--- src/design/fit_pkg.sv ---
`default_nettype none
package fit_pkg;
    localparam int TABLE_ENTRIES_DEF = 256;
    localparam int ADDR_BITS_DEF     = 48;
    localparam int SIZE_BITS_DEF     = 32;

    localparam logic [1:0] ACT_RECORD  = 2'd0;
    localparam logic [1:0] ACT_EXACT   = 2'd1;
    localparam logic [1:0] ACT_CONTAIN = 2'd2;
    localparam logic [1:0] ACT_CLEAR   = 2'd3;

    localparam logic [2:0] ST_INSERTED = 3'd0;
    localparam logic [2:0] ST_IGNORED  = 3'd1;
    localparam logic [2:0] ST_DUP_SAME = 3'd2;
    localparam logic [2:0] ST_REJECTED = 3'd3;
    localparam logic [2:0] ST_FULL     = 3'd4;
    localparam logic [2:0] ST_HIT      = 3'd5;
    localparam logic [2:0] ST_MISS     = 3'd6;
    localparam logic [2:0] ST_CLEARED  = 3'd7;
endpackage
`default_nettype wire

--- src/design/fit_cell.sv ---
`default_nettype none
module fit_cell #(
    parameter int ADDR_BITS = fit_pkg::ADDR_BITS_DEF,
    parameter int SIZE_BITS = fit_pkg::SIZE_BITS_DEF,
    parameter int IW        = 8,
    parameter int IDX       = 0
) (
    input  wire logic                 i_clk,
    input  wire logic                 i_rst_n,
    input  wire logic [ADDR_BITS-1:0] i_src,
    input  wire logic                 i_we,
    input  wire logic [IW-1:0]        i_wr_idx,
    input  wire logic [ADDR_BITS-1:0] i_wr_tgt,
    input  wire logic [SIZE_BITS-1:0] i_wr_size,
    input  wire logic                 i_clear,
    input  wire logic                 i_act,
    input  wire logic                 i_found,
    input  wire logic [ADDR_BITS-1:0] i_ftgt,
    input  wire logic                 i_bv,
    input  wire logic [ADDR_BITS-1:0] i_bk,
    input  wire logic [ADDR_BITS-1:0] i_btgt,
    input  wire logic [SIZE_BITS-1:0] i_bsz,
    input  wire logic                 i_fs,
    input  wire logic [IW-1:0]        i_fidx,
    output logic                      o_act,
    output logic                      o_found,
    output logic [ADDR_BITS-1:0]      o_ftgt,
    output logic                      o_bv,
    output logic [ADDR_BITS-1:0]      o_bk,
    output logic [ADDR_BITS-1:0]      o_btgt,
    output logic [SIZE_BITS-1:0]      o_bsz,
    output logic                      o_fs,
    output logic [IW-1:0]             o_fidx
);
    logic                 r_valid;
    logic [ADDR_BITS-1:0] r_key;
    logic [ADDR_BITS-1:0] r_tgt;
    logic [SIZE_BITS-1:0] r_size;
    logic                 w_match;
    logic                 w_floor;
    logic                 w_free;

    assign w_match = r_valid && (r_key == i_src);
    assign w_floor = r_valid && (r_key <= i_src) && (!i_bv || (r_key > i_bk));
    assign w_free  = !r_valid && !i_fs;

    always_ff @(posedge i_clk) begin
        if (!i_rst_n) begin
            r_valid <= 1'b0;
            o_act   <= 1'b0;
        end else begin
            o_act <= i_act;
            if (i_clear) begin
                r_valid <= 1'b0;
            end else if (i_we && (i_wr_idx == IW'(IDX))) begin
                r_valid <= 1'b1;
            end
        end
    end

    always_ff @(posedge i_clk) begin
        if (i_we && (i_wr_idx == IW'(IDX))) begin
            r_key  <= i_src;
            r_tgt  <= i_wr_tgt;
            r_size <= i_wr_size;
        end
        o_found <= i_found || w_match;
        o_ftgt  <= w_match ? r_tgt : i_ftgt;
        o_bv    <= i_bv || w_floor;
        o_bk    <= w_floor ? r_key : i_bk;
        o_btgt  <= w_floor ? r_tgt : i_btgt;
        o_bsz   <= w_floor ? r_size : i_bsz;
        o_fs    <= i_fs || w_free;
        o_fidx  <= w_free ? IW'(IDX) : i_fidx;
    end
endmodule
`default_nettype wire

--- config.mk ---
export PLATFORM = sky130hd
export DESIGN_NAME = fit_cell
export DESIGN_NICKNAME = d
export VERILOG_FILES = /design/src/design/fit_pkg.sv /design/src/design/fit_cell.sv
export SDC_FILE = /design/constraint.sdc
export NUM_CORES = 1
export LEC_CHECK = 0
export ABC_CLOCK_PERIOD_IN_PS = 13850
export BUFFER_PORTS_ARGS = -buffer_cell sky130_fd_sc_hd__buf_2
export CAP_MARGIN = 20
export CORE_AREA = 3 3 197 199
export DETAILED_ROUTE_END_ITERATION = 8
export DIE_AREA = 0 0 200 202
export GPL_TIMING_DRIVEN = 0
export PLACE_DENSITY = 0.71
export SLEW_MARGIN = 10
export SYNTH_ARGS = -nofsm -noshare
export SYNTH_HDL_FRONTEND = slang
export SYNTH_SLANG_ARGS = --single-unit
--- constraint.sdc ---
create_clock -name i_clk -period 13.85 [get_ports i_clk]
set_input_delay 0.6925 -clock i_clk [delete_from_list [all_inputs] [get_ports i_clk]]
set_output_delay 0.6925 -clock i_clk [all_outputs]
set_load 0.03 [all_outputs]
# [Yosys cells after proc, flatten, opt, wreduce, memory -nomap -nowiden]
# Cells that the tools add are included.
[word_totals] regBits=317 in_bits=328 out_inout_bits=188 word_cells=35
[op_classes] n_mux=4 bitwise=1 n_reduce_logical=14 order_cmp=2 n_eq_ne=1
[op_table] operator="2-to-1 mux 48 bit" n=3
[op_table] operator="equality test 48 bit" n=1
[op_table] operator="> comparator 48 bit" n=1
[op_table] operator="<= comparator 48 bit" n=1
[op_table] operator="2-to-1 mux 32 bit" n=1
[op_table] operator="zero test 8 bit" n=1
[op_table] operator="logical AND 1 bit" n=5
[op_table] operator="logical OR 1 bit" n=4
[op_table] operator="zero test 1 bit" n=3
[op_table] operator="OR reduction 2 bit" n=1
[op_table] operator="NOT 1 bit" n=1

# [Logic depth before layout (Yosys ltp)]
[logic_depth] ltp_word=4 ltp_mapped=13 ltp_nobuf=10

# [Worst setup path after synthesis]
# No wires, ideal clock.
[synth_timing] path_kind="input -> register" from="in i_wr_idx[0]" to="reg r_key[0] (enable)" path_slack_ps=-270 required_ps=12903 arrival_time_ps=13173 cell_stages=1 setup_ps=947 path_buffers=0 path_cell_list="nor4_1"
[synth_via] elab_chain_len=2
[synth_rtl] element="from (decl)" line="fit_cell.sv:12" source="input wire logic [IW-1:0] i_wr_idx,"
[synth_rtl] element="zero test 8 bit" line="fit_cell.sv:62" source="if (i_we && (i_wr_idx == IW'(IDX))) begin"
[synth_rtl] element="logical AND 1 bit" line="fit_cell.sv:62"
[synth_rtl] element="to (signal assigned)" line="fit_cell.sv:63" source="r_key <= i_src;"
[synth_rtl] element="to (decl)" line="fit_cell.sv:36" source="logic [ADDR_BITS-1:0] r_key;"
# Every way passes these cells.
# A chain may end at the register's enable or synchronous reset.

# [Worst setup path in the final report]
[layout_timing] from="reg r_key[31]" to="reg o_btgt[2]"
[layout_via] elab_chain_len=4 elab_cells_between_ends=6 cone_classes="order compare: 2; mux: 1; reduce/logical: 3"
[layout_rtl] element="<= comparator 48 bit or > comparator 48 bit (tied branches)" line="fit_cell.sv:44" source="assign w_floor = r_valid && (r_key <= i_src) && (!i_bv || (r_key > i_bk));"
[layout_rtl] element="logical AND 1 bit or logical OR 1 bit (tied branches)" line="fit_cell.sv:44"
[layout_rtl] element="logical AND 1 bit (*)" line="fit_cell.sv:44"
[layout_rtl] element="2-to-1 mux 48 bit (*)" line="fit_cell.sv:71" source="o_btgt <= w_floor ? r_tgt : i_btgt;"
[layout_rtl] element="to (signal assigned)" line="fit_cell.sv:71"
[layout_rtl] element="to (decl)" line="fit_cell.sv:30" source="output logic [ADDR_BITS-1:0] o_btgt,"
# Every way passes the cells marked *; elsewhere a longest branch is shown, timed or not.

==> reports/metrics.csv <==
metric,value,unit
status,"complete, no violations",
core,37400,um^2
hp-class,primary input to register,
worstPathMaxFanout,10,
max_slew.worst_pin.slew,0.877,ns
synth.area.top_cells,"edfxtp_1, dfxtp_1, mux2_4",
track_usage,0.180,
cts_resized,0,
globalRouteOverflowTotal,0,
hpwl,30.3,mm
place_congestion,0.864,
finalInstanceArea,17400,um^2
yosys.area.top_type_share,0.298,
root_buffer,clkbuf_16,
end_kind,register,
cts_setup_buffers,0,
min_period,3.58,ns
drv_cap,0,
drc_errors,0,
syn_area,12900,um^2
cts_tree,done,
ys_types,45,
p_leak,0.00852,uW
die_w,200,um
fp.dieH,202,um
ys_seq_area_frac,0.592,
drive_gt1_frac,0.531,
dr.pass1.iters,5,
comb_power_share,0.102,
syn-num-nets,1298,
clock_skew,0.0215,ns
critPathKind,register to register,
ant_nets,0,
seqPwrFrac,0.475,
powerDensity,122,nW/um^2
yosysWarnings,0,
power_frac_clock,0.423,
drt_iter0_drc,313,
fin_tns_setup,0,ns
nets,1861,
p_sw_frac,0.234,
async_reset_ff_frac,0,
synth_top_area_cell,edfxtp_1,
rsz0062_at_grt,false,
hold_viol,0,
placed_cell_area,16200,um^2
grt_pass1_vias,9527,
synth_top_flop_cell,dfxtp_1,
clk_path_buf_depth,3,
setup_violations,0,
wire_per_inst,18.9,um
cp-start-kind,register,
crit_arrival,3.99,ns
cellInternalPower,1630,uW
synth_edf_count,128,
viasPerCell,4.52,
start_util,0.345,
htreeDepth,2,
dieArea,40400,um^2
clock_latency,0.53,ns
antenna_found_initial,4,
numCtsBuffers,35,
grt_max_degree,15,
ys_ff_latch,317,
cts.clk_slew.worst_paths,0.06,ns
power_switching,496,uW
drv_slew,0,
pin_count,516,
ir_drop,80.4,uV
slew_headroom,0.411,
synthCells,874,
vias,8935,
fp-row-count,71,
io_buffers,515,
grt_pass1_wl,54.9,mm
crit_required,14.25,ns
syn_avg_cell_area,14.7,um^2
max_freq,279,MHz
wl,37.4,mm
finalCritPeriodShare,0.259,
clock-sinks,317,
hold_buffers,0,
area_growth,34.8,%
[power by group through the flow]
stage,Clock (uW),Sequential [uW],Combinational [uW]
floorplan,0,1090,60.9
global placement,0,1030,212
detailed placement,0,1030,217
CTS,925,1010,218
global route,963,1010,234
finish,898,1010,216
[cell families after synthesis]
group / after synthesis / synth area share
and+or+nand+nor: 96 / 0.0419
buffers and inverters: 115 / 0.0489
AOI/OAI and AO/OA: 74 / 0.0352
muxes: 176 / 0.189
DFF: 317 / 0.592
adders and majority gates: 96 / 0.0932
[path summary, 6_finish.rpt]
path	startpoint	end	slack [ns]	depth (start not counted)
max	r_key[31]	o_btgt[2]	10.27	10
min	i_clear	r_valid	0.32	2
max reg2reg	r_key[31]	o_btgt[2]	10.27	10
min reg2reg	r_size[31]	o_bsz[31]	0.47	1
[worst max-delay path: stages, from the launching register on]
cell and delay [ns]:
edfxtp_1 0.43, ha_1 0.34, nand4_1 0.20, nor4_1 0.53
nand4_1 0.34, nor4_1 0.61, a21oi_1 0.11, nand2_2 0.13
buf_8 0.25, buf_12 0.20, mux2_4 0.32
[metrics by stage]
| step | util | setup slack (ns) | std cells | total power (uW) | hold WS, ns |
|---|---|---|---|---|---|
| floorplan | - | 5.21 | 874 | 1150 | 0.409 |
| global placement | 0.431 | 1.04 | 1900 | 1240 | 0.455 |
| detailed placement | 0.434 | 9.89 | 1911 | 1240 | 0.460 |
| CTS | 0.464 | 10.26 | 1974 | 2150 | 0.279 |
| global route | 0.464 | 10.07 | 1977 | 2210 | 0.306 |
| finish | 0.464 | 10.27 | 1977 | 2120 | 0.321 |
[registers in the layout (all words and copies together) (netlist names)]
signal / flops
o_act: 1
o_bk: 48
o_bsz: 32
o_btgt: 48
o_bv: 1
o_fidx: 8
o_found: 1
o_fs: 1
o_ftgt: 48
r_key: 48
r_size: 32
r_tgt: 48
r_valid: 1
[layout by cell type, fill, tap and decap left out, types with 2 or more instances in the layout]
cell type	netlist	final
a21oi_1	38	38
and2_1	2	2
inv_1	95	95
clkinv_1	0	2
edfxtp_1	128	128
nand3_1	13	13
nor4_1	4	3
clkinv_2	0	3
clkbuf_16	0	37
buf_2	2	517
buf_12	10	10
o21ai_0	12	12
clkbuf_8	0	7
dfxtp_1	189	189
buf_6	3	14
clkbuf_1	1	11
nand4_1	15	15
nand2b_1	3	3
mux2_2	56	56
a211oi_1	2	2
ha_1	96	96
a221oi_1	3	3
nand2_1	23	23
a221o_1	3	3
nor2_1	9	9
nor2b_1	11	11
a21o_1	7	7
and4_1	7	7
diode_2	0	3
mux2_4	120	120
buf_1	3	3
[cell type report]
class	count	area [um^2]
Tap cell	511	639
Fill cell	3379	20000
Timing Repair Buffer	526	2700
Multi-Input combinational cell	442	4640
Antenna cell	3	7.51
Buffer	20	274
Clock buffer	54	1060
Inverter	95	357
Sequential cell	317	7630
Clock inverter	9	63.8
[layer usage]
metal	up-vias	track usage	wire, um
met5	-	0	13
met4	2	0.0688	1200
met3	72	0.0475	2810
met2	344	0.309	18500
met1	4255	0.214	14900
li1	4262	-	-
[Yosys cell counts, drive strengths merged, types with 2 or more instances]
| cell | count |
|---|---|
| nor2 | 9 |
| a221o | 3 |
| a21o | 7 |
| buf | 19 |
| o21ai | 14 |
| inv | 95 |
| ha | 96 |
| a211oi | 2 |
| nand2b | 3 |
| mux2 | 176 |
| nor2b | 11 |
| nand2 | 24 |
| and4 | 7 |
| dfxtp | 189 |
| edfxtp | 128 |
| or2 | 2 |
| nor4 | 5 |
| a221oi | 4 |
| nand3 | 13 |
| and2 | 2 |
| a21oi | 39 |
| nand4 | 15 |
Power figures use the tool's default switching activity.
