`config.mk`:
```
export PLATFORM = sky130hd
export DESIGN_NAME = fit_ctrl
export DESIGN_NICKNAME = d
export VERILOG_FILES = /design/src/design/fit_pkg.sv /design/src/design/fit_ctrl.sv
export SDC_FILE = /design/constraint.sdc
export NUM_CORES = 1
export LEC_CHECK = 0
export BUFFER_PORTS_ARGS = -buffer_cell sky130_fd_sc_hd__buf_2
export CAP_MARGIN = 20
export CORE_ASPECT_RATIO = 0.7
export CORE_UTILIZATION = 35
export DETAILED_ROUTE_END_ITERATION = 6
export GPL_TIMING_DRIVEN = 1
export PLACE_DENSITY = 0.62
export SKIP_LAST_GASP = 1
export SYNTH_ARGS = -nofsm -noshare
export SYNTH_HDL_FRONTEND = slang
export SYNTH_SLANG_ARGS = --single-unit
export TNS_END_PERCENT = 5
```
`constraint.sdc`:
```
create_clock -name i_clk -period 7.2 [get_ports i_clk]
set_clock_uncertainty 0.05 [all_clocks]
set_input_delay 1.08 -clock i_clk [delete_from_list [all_inputs] [get_ports i_clk]]
set_output_delay 1.08 -clock i_clk [all_outputs]
set_load 0.05 [all_outputs]
```
`src/design/fit_pkg.sv`:
```
`default_nettype none
package fit_pkg;
    localparam int TABLE_ENTRIES_DEF = 256;
    localparam int ADDR_BITS_DEF     = 48;
    localparam int SIZE_BITS_DEF     = 32;

    localparam logic [1:0] ACT_RECORD  = 2'd0;
    localparam logic [1:0] ACT_EXACT   = 2'd1;
    localparam logic [1:0] ACT_CONTAIN = 2'd2;
    localparam logic [1:0] ACT_CLEAR   = 2'd3;

    localparam logic [2:0] ST_INSERTED = 3'd0;
    localparam logic [2:0] ST_IGNORED  = 3'd1;
    localparam logic [2:0] ST_DUP_SAME = 3'd2;
    localparam logic [2:0] ST_REJECTED = 3'd3;
    localparam logic [2:0] ST_FULL     = 3'd4;
    localparam logic [2:0] ST_HIT      = 3'd5;
    localparam logic [2:0] ST_MISS     = 3'd6;
    localparam logic [2:0] ST_CLEARED  = 3'd7;
endpackage
`default_nettype wire

```
`src/design/fit_ctrl.sv`:
```
`default_nettype none
module fit_ctrl #(
    parameter int TABLE_ENTRIES = fit_pkg::TABLE_ENTRIES_DEF,
    parameter int ADDR_BITS     = fit_pkg::ADDR_BITS_DEF,
    parameter int SIZE_BITS     = fit_pkg::SIZE_BITS_DEF,
    parameter int IW            = 8,
    parameter int CW            = 9
) (
    input  wire logic                 i_clk,
    input  wire logic                 i_rst_n,
    input  wire logic                 i_valid,
    output logic                      o_ready,
    input  wire logic [1:0]           i_action,
    input  wire logic [ADDR_BITS-1:0] i_source_address,
    input  wire logic [ADDR_BITS-1:0] i_target_address,
    input  wire logic [SIZE_BITS-1:0] i_object_size,
    output logic                      o_valid,
    input  wire logic                 i_ready,
    output logic [2:0]                o_status,
    output logic                      o_hit,
    output logic [ADDR_BITS-1:0]      o_result_address,
    output logic [SIZE_BITS-1:0]      o_offset_out,
    output logic [CW-1:0]             o_entry_count,
    output logic                      o_launch,
    output logic [ADDR_BITS-1:0]      o_src,
    output logic [ADDR_BITS-1:0]      o_wr_tgt,
    output logic [SIZE_BITS-1:0]      o_wr_size,
    output logic                      o_we,
    output logic [IW-1:0]             o_wr_idx,
    output logic                      o_clear,
    input  wire logic                 i_act,
    input  wire logic                 i_found,
    input  wire logic [ADDR_BITS-1:0] i_ftgt,
    input  wire logic                 i_bv,
    input  wire logic [ADDR_BITS-1:0] i_bk,
    input  wire logic [ADDR_BITS-1:0] i_btgt,
    input  wire logic [SIZE_BITS-1:0] i_bsz,
    input  wire logic                 i_fs,
    input  wire logic [IW-1:0]        i_fidx
);
    localparam int DW = (ADDR_BITS > SIZE_BITS) ? ADDR_BITS : SIZE_BITS;

    typedef enum logic [2:0] {
        S_IDLE = 3'b001,
        S_WALK = 3'b010,
        S_FIN  = 3'b100
    } t_state;

    t_state               r_state;
    logic [1:0]           r_action;
    logic [CW-1:0]        r_count;
    logic                 r_found;
    logic [ADDR_BITS-1:0] r_ftgt;
    logic                 r_bv;
    logic [ADDR_BITS-1:0] r_bk;
    logic [ADDR_BITS-1:0] r_btgt;
    logic [SIZE_BITS-1:0] r_bsz;
    logic                 r_fs;
    logic [IW-1:0]        r_fidx;
    logic                 w_accept;
    logic                 w_load;
    logic [ADDR_BITS-1:0] w_d;
    logic                 w_inside;
    logic [2:0]           n_status;
    logic                 n_hit;
    logic [ADDR_BITS-1:0] n_res;
    logic [SIZE_BITS-1:0] n_off;
    logic [CW-1:0]        n_count;
    logic                 n_we;
    logic                 n_clear;

    assign o_ready  = (r_state == S_IDLE);
    assign w_accept = i_valid && o_ready;
    assign w_load   = (r_state == S_FIN) && (!o_valid || i_ready);
    assign o_we     = w_load && n_we;
    assign o_clear  = w_load && n_clear;
    assign o_wr_idx = r_fidx;
    assign w_d      = o_src - r_bk;
    assign w_inside = (o_src > r_bk) && (DW'(w_d) < DW'(r_bsz));

    always_comb begin
        n_status = fit_pkg::ST_MISS;
        n_hit    = 1'b0;
        n_res    = '0;
        n_off    = '0;
        n_count  = r_count;
        n_we     = 1'b0;
        n_clear  = 1'b0;
        case (r_action)
            fit_pkg::ACT_RECORD: begin
                if ((o_src == '0) || (o_wr_tgt == '0) || (o_src == o_wr_tgt)) begin
                    n_status = fit_pkg::ST_IGNORED;
                end else if (r_found) begin
                    n_status = (r_ftgt == o_wr_tgt) ? fit_pkg::ST_DUP_SAME
                                                    : fit_pkg::ST_REJECTED;
                end else if (r_fs) begin
                    n_status = fit_pkg::ST_INSERTED;
                    n_we     = 1'b1;
                    n_count  = r_count + 1'b1;
                end else begin
                    n_status = fit_pkg::ST_FULL;
                end
            end
            fit_pkg::ACT_EXACT: begin
                if ((o_src != '0) && r_found) begin
                    n_status = fit_pkg::ST_HIT;
                    n_hit    = 1'b1;
                    n_res    = r_ftgt;
                end
            end
            fit_pkg::ACT_CONTAIN: begin
                if ((o_src != '0) && r_bv && w_inside) begin
                    n_status = fit_pkg::ST_HIT;
                    n_hit    = 1'b1;
                    n_res    = r_btgt + w_d;
                    n_off    = SIZE_BITS'(w_d);
                end
            end
            default: begin
                n_status = fit_pkg::ST_CLEARED;
                n_clear  = 1'b1;
                n_count  = '0;
            end
        endcase
    end

    always_ff @(posedge i_clk) begin
        if (!i_rst_n) begin
            r_state  <= S_IDLE;
            r_count  <= '0;
            o_launch <= 1'b0;
            o_valid  <= 1'b0;
        end else begin
            o_launch <= w_accept;
            if (w_load) begin
                o_valid <= 1'b1;
            end else if (i_ready) begin
                o_valid <= 1'b0;
            end
            case (r_state)
                S_IDLE: begin
                    if (w_accept) begin
                        r_state <= S_WALK;
                    end
                end
                S_WALK: begin
                    if (i_act) begin
                        r_state <= S_FIN;
                    end
                end
                S_FIN: begin
                    if (w_load) begin
                        r_state <= S_IDLE;
                        r_count <= n_count;
                    end
                end
                default: begin
                    r_state <= S_IDLE;
                end
            endcase
        end
    end

    always_ff @(posedge i_clk) begin
        if (w_accept) begin
            r_action  <= i_action;
            o_src     <= i_source_address;
            o_wr_tgt  <= i_target_address;
            o_wr_size <= i_object_size;
        end
        if (i_act) begin
            r_found <= i_found;
            r_ftgt  <= i_ftgt;
            r_bv    <= i_bv;
            r_bk    <= i_bk;
            r_btgt  <= i_btgt;
            r_bsz   <= i_bsz;
            r_fs    <= i_fs;
            r_fidx  <= i_fidx;
        end
        if (w_load) begin
            o_status         <= n_status;
            o_hit            <= n_hit;
            o_result_address <= n_res;
            o_offset_out     <= n_off;
            o_entry_count    <= n_count;
        end
    end

    a_count_bound: assert property (@(posedge i_clk) disable iff (!i_rst_n)
        r_count <= CW'(TABLE_ENTRIES)) else $error("entry count beyond table size");
    a_end_in_walk: assert property (@(posedge i_clk) disable iff (!i_rst_n)
        i_act |-> (r_state == S_WALK)) else $error("chain result outside walk");
    a_load_idle: assert property (@(posedge i_clk) disable iff (!i_rst_n)
        w_load |=> (r_state == S_IDLE) && o_valid) else $error("result not presented");
    a_no_insert_full: assert property (@(posedge i_clk) disable iff (!i_rst_n)
        o_we |-> (r_count < CW'(TABLE_ENTRIES))) else $error("insert into full table");
endmodule
`default_nettype wire

```
After elaboration in Yosys (flattened, before gate mapping)
Index checks and enable logic that the tools add are counted.

storage, ports and cells
  register bits = 424
  input port bits = 322
  output and inout port bits = 234
  logic and storage cells = 86

cells by class
  add/sub/neg operators = 3
  $lt $le $gt $ge = 2
  eq/ne operators = 10
  mux-type cells = 28
  reductions and logical operators = 22

operator list
  kind                 count
  $eq 48x48->1         2
  $logic_not 48->1     2
  $mux 48              2
  $pmux 48 s2          1
  $add 48x48->48       1
  $gt 48x48->1         1
  $lt 48x32->1         1
  $reduce_bool 48->1   1
  $sub 48x48->48       1
  $mux 9               3
  $mux 3               6
  $pmux 3 s3           2
  $pmux 9 s2           1
  $mux 1               10
  $add 9x1->9 const B  1
  $logic_and 1x1->1    8
  $mux 2               2
  $ne 2x2->1 const B   2
  $reduce_and 2->1     2
  $eq 3x1->1 const B   1
  $eq 3x2->1 const B   1
  $eq 3x3->1 const B   1
  $logic_or 1x1->1     3
  $reduce_and 3->1     1
  other kinds (9)      9

Longest topological paths before layout
  depth after elaboration = 6
  mapped depth = 26
  depth with buffers taken out = 24

Worst setup path before layout
No wires, ideal clock.

  path type = input-to-output
  start = input i_ready
  end = output o_clear
  data arrival time = 4.651 ns
  data required time = 6.070 ns
  setup slack = 1.419 ns
  stages = 5
  buffers on the path = 1
  cell sequence = nand2b_1 > nand3_1 > clkbuf_1 > clkinv_1 > and2_1

between the ends
  cells in the longest elaborated chain, start to end = 3

RTL lines
  item               RTL line        RTL
  start, declared    fit_ctrl.sv:18  input wire logic i_ready,
  $logic_or 1x1->1   fit_ctrl.sv:74  assign w_load = (r_state == S_FIN) && (!o_valid || i_ready);
  $logic_and 1x1->1  fit_ctrl.sv:74
  named net w_load   fit_ctrl.sv:61  logic w_load;
  $logic_and 1x1->1  fit_ctrl.sv:76  assign o_clear = w_load && n_clear;
  end, declared      fit_ctrl.sv:30  output logic o_clear,

The timed path passes the listed nets, and every way through them passes these cells.

Worst setup path in the final report
  start = register o_src[3]
  end = register o_result_address[41] (data pin)

between the ends
  cells in the longest elaborated chain, start to end = 6
  elaborated cells between the ends (all ways) = 12
  those cells by class = add/sub (2); order compare (2); mux (3); reduce/logical (5)

RTL lines
  item                    RTL line         RTL
  start, declared         fit_ctrl.sv:25   output logic [ADDR_BITS-1:0] o_src,
  start signal, assigned  fit_ctrl.sv:167  o_src <= i_source_address;
  $sub 48x48->48 *        fit_ctrl.sv:78   assign w_d = o_src - r_bk;
  named net w_d[31]       fit_ctrl.sv:62   logic [ADDR_BITS-1:0] w_d;
  $lt 48x32->1            fit_ctrl.sv:79   assign w_inside = (o_src > r_bk) && (DW'(w_d) < DW'(r_bsz));
  $logic_and 1x1->1       fit_ctrl.sv:79
  $logic_and 1x1->1       fit_ctrl.sv:112  if ((o_src != '0) && r_bv && w_inside) begin
  $mux 48 *               fit_ctrl.sv:112
  $pmux 48 s2 *           fit_ctrl.sv:89   case (r_action)
  named net n_res[41]     fit_ctrl.sv:66   logic [ADDR_BITS-1:0] n_res;
  end signal, assigned    fit_ctrl.sv:184  o_result_address <= n_res;
  end, declared           fit_ctrl.sv:21   output logic [ADDR_BITS-1:0] o_result_address,

Mark *: on every way through the listed nets, which the timed path passes. The rest lies on a longest branch.
A chain may end at the register's enable or synchronous reset.

==> metrics.cfg <==
[floorplan]
die_height_um=210.0
ios=556
core_area_um2=60530
die_area_um2=62820
initial_utilization_pct=35.74
fp-row-count=75
die_x_um=299.2

[global_routing]
grt_pass1_wl_mm=119.5
grt-ovfl-total=0
antenna_found_initial=7
grt_pass1_vias=17123
grt_usage_pct=26.71
grt_max_degree=97

[clocking]
root_buffer=clkbuf_16
cts_resized=0
cts_setup_buffers=0
clockBufferDepth=3
ctsHoldBuffers=0
insertion_delay_ns=0.60
cts_buffers=44
clk_pin_slew_ns=0.07
htree_levels=2
tritoncts=yes
cts_num_sinks=424

[detailed_routing]
wl_per_cell_um=27.15
ant_nets=0
met1Wirelength_mm=38.38
drtIter0Drc=1497
wl_met3_mm=6.702
top_layer=met5
via_per_inst=5.512
met2_length_mm=38.34
dr_total_vias=17446
finalWirelength_mm=85.92
first_pass_iters=5
drcViolationCount=0

[synthesis]
yosysUniqueCellTypes=72
ys_seq_elements=424
avgSynthCellArea_um2=12.41
syn_area_um2=21630
synth-edff-count=410
syn_inst=1743
yosys_warnings=0
ys.flop_type=edfxtp_1
ys_async_sr_fraction_pct=0
synth_area_leaders=edfxtp_1 (57%), ha_1 (7.6%), xnor2_1 (3.8%)
synth_top_area_cell=edfxtp_1
syn_nets=2198
synth-seq-area-share_pct=58.21
synth_top_area_share_pct=56.91

[power_and_ir_drop]
internal_power_mw=5.018
vdd_drop_max_v=0.0001655
combPwrFrac_pct=29.0
clockPowerShare_pct=31.1
power_density_nw_per_um2=282.8
power_switching_mw=2.577
leakage_nw=11.44
p_seq_share_pct=40.0
sw_frac_of_total_pct=33.93

[placement]
numPortBuffers=555
dp_hpwl_mm=69.28
place_inst=3081
gp_congestion=0.9601

[critical_path]
cp_max_fo=48
critPathLaunchType=register
worstSetupPathType=register to register
cp.arrival_ns=7.20
cp-end-kind=register
crit_required_ns=7.60

[timing]
rsz0062_at_grt=false
setup_viol=0
worst_pin_slew_ns=1.073
hold_viol=0
relSlewSlack_pct=28.45
fin_crit_sh_pct=94.47
min_period_ns=6.802
slew_violations=0
max_freq_mhz=147.0
setup-tns-final_ns=0

[finish]
nets=2774
final_cell_mix=buf_2 (555), edfxtp_1 (410), ha_1 (131)
fin_cells=3165
layout-area-overhead-vs-synth_pct=24.15
fillers=5712
final_common_cell=buf_2
post_route_cells_drive_above_1_share_pct=27.91

[job]
cap_violations=0

[outcome]
status=completed

[min_path]
min_path_type=register to register

power by group through the flow:
| stage | registers [mW] | clock network (mW) | logic (mW) |
|---|---|---|---|
| 6_report | 3.04 | 2.36 | 2.20 |
| 3_3_place_gp | 3.08 | 0 | 2.13 |
| 3_5_place_dp | 3.08 | 0 | 2.14 |
| 4_1_cts | 3.03 | 2.42 | 2.16 |
| 2_1_floorplan | 3.18 | 0 | 1.26 |
| 5_1_grt | 3.04 | 2.49 | 2.37 |
kinds of logic after synthesis:
group | share of synthesized area (%)
and+or+nand+nor | 10.35
adders and majority gates | 7.762
xor gates and xnor gates | 7.126
AOI/OAI and AO/OA | 13.61
DFF | 58.21
buffers and inverters | 2.799
muxes | 0.1504
layer usage:
metal	global-route usage (%)	vias up
li1	-	7825
met1	37.72	8645
met2	41.55	857
met3	4.958	115
met4	8.339	4
met5	0	-
area by class of cell:
class	instances	area (µm²)	area share, %
Clock inverter	28	305.3	1.137
Antenna cell	3	7.507	0.02795
Clock buffer	53	1156	4.305
Inverter	110	414.1	1.542
Timing Repair Buffer	572	2924	10.89
Sequential cell	424	12590	46.89
Tap cell	808	1011	3.764
Multi-Input combinational cell	1167	8447	31.45
critical path: stages, from the launching register on:
cell       delay, ns
edfxtp_1        0.48
ha_1            0.42
nand3_1         0.14
o21ba_2         0.26
o2111a_1        0.24
o21ai_0         0.09
nand2_1         0.08
a21oi_1         0.09
o31ai_1         0.60
a211oi_1        0.29
o21ai_0         0.27
xor2_1          0.65
ha_1            0.39
a21oi_1         0.15
o31ai_1         0.15
a41o_1          0.30
a31oi_1         0.16
a21o_1          0.10
nand4_1         0.11
a2111oi_2       0.22
and4b_1         0.23
buf_4           0.21
and4_4          0.69
a32o_1          0.26
Yosys cell counts (24+ instances only):
library cell    n
ha_1          131
a22o_1         45
nor2b_1        24
o21ai_0        70
edfxtp_1      410
inv_1         109
xor2_1         81
xnor2_1        95
nand2_1        92
nor2_1         62
clkbuf_1       34
a21o_1         55
nor4_1         44
nand4_1        41
a21oi_1       118
nand3_1        37
per-stage QoR:
step	total power, mW	setup slack (ns)	area [µm²]	hold WS, ns	utilization (%)
global route	7.902	0.1044	26860	0.4680	44.37
CTS	7.609	0.4879	26850	0.4435	44.36
detailed placement	5.227	0.5442	25390	0.4256	41.95
finish	7.595	0.3984	26860	0.4460	44.37
floorplan	4.444	1.419	21630	0.3982	-
global placement	5.211	0.6370	25380	0.4136	41.94
state kept, by name (all words and copies together) (netlist names), 2 cells and up:
register,flops
o_entry_count,9
o_offset_out,32
o_result_address,48
o_src,48
o_status,3
o_wr_idx,8
o_wr_size,32
o_wr_tgt,48
r_action,2
r_bk,48
r_bsz,32
r_btgt,48
r_count,9
r_ftgt,48
r_state,3
worst paths after layout:
| kind | startpoint | end | slack, ns | depth (start not counted) |
|---|---|---|---|---|
| worst min register to register | r_state[0] | r_state[2] | 0.45 | 1 |
| worst min-delay path | r_state[0] | r_state[2] | 0.45 | 1 |
| worst max register to register | o_src[3] | o_result_address[41] | 0.40 | 23 |
| worst max-delay path | o_src[3] | o_result_address[41] | 0.40 | 23 |
(Power assumes the default switching activity.)
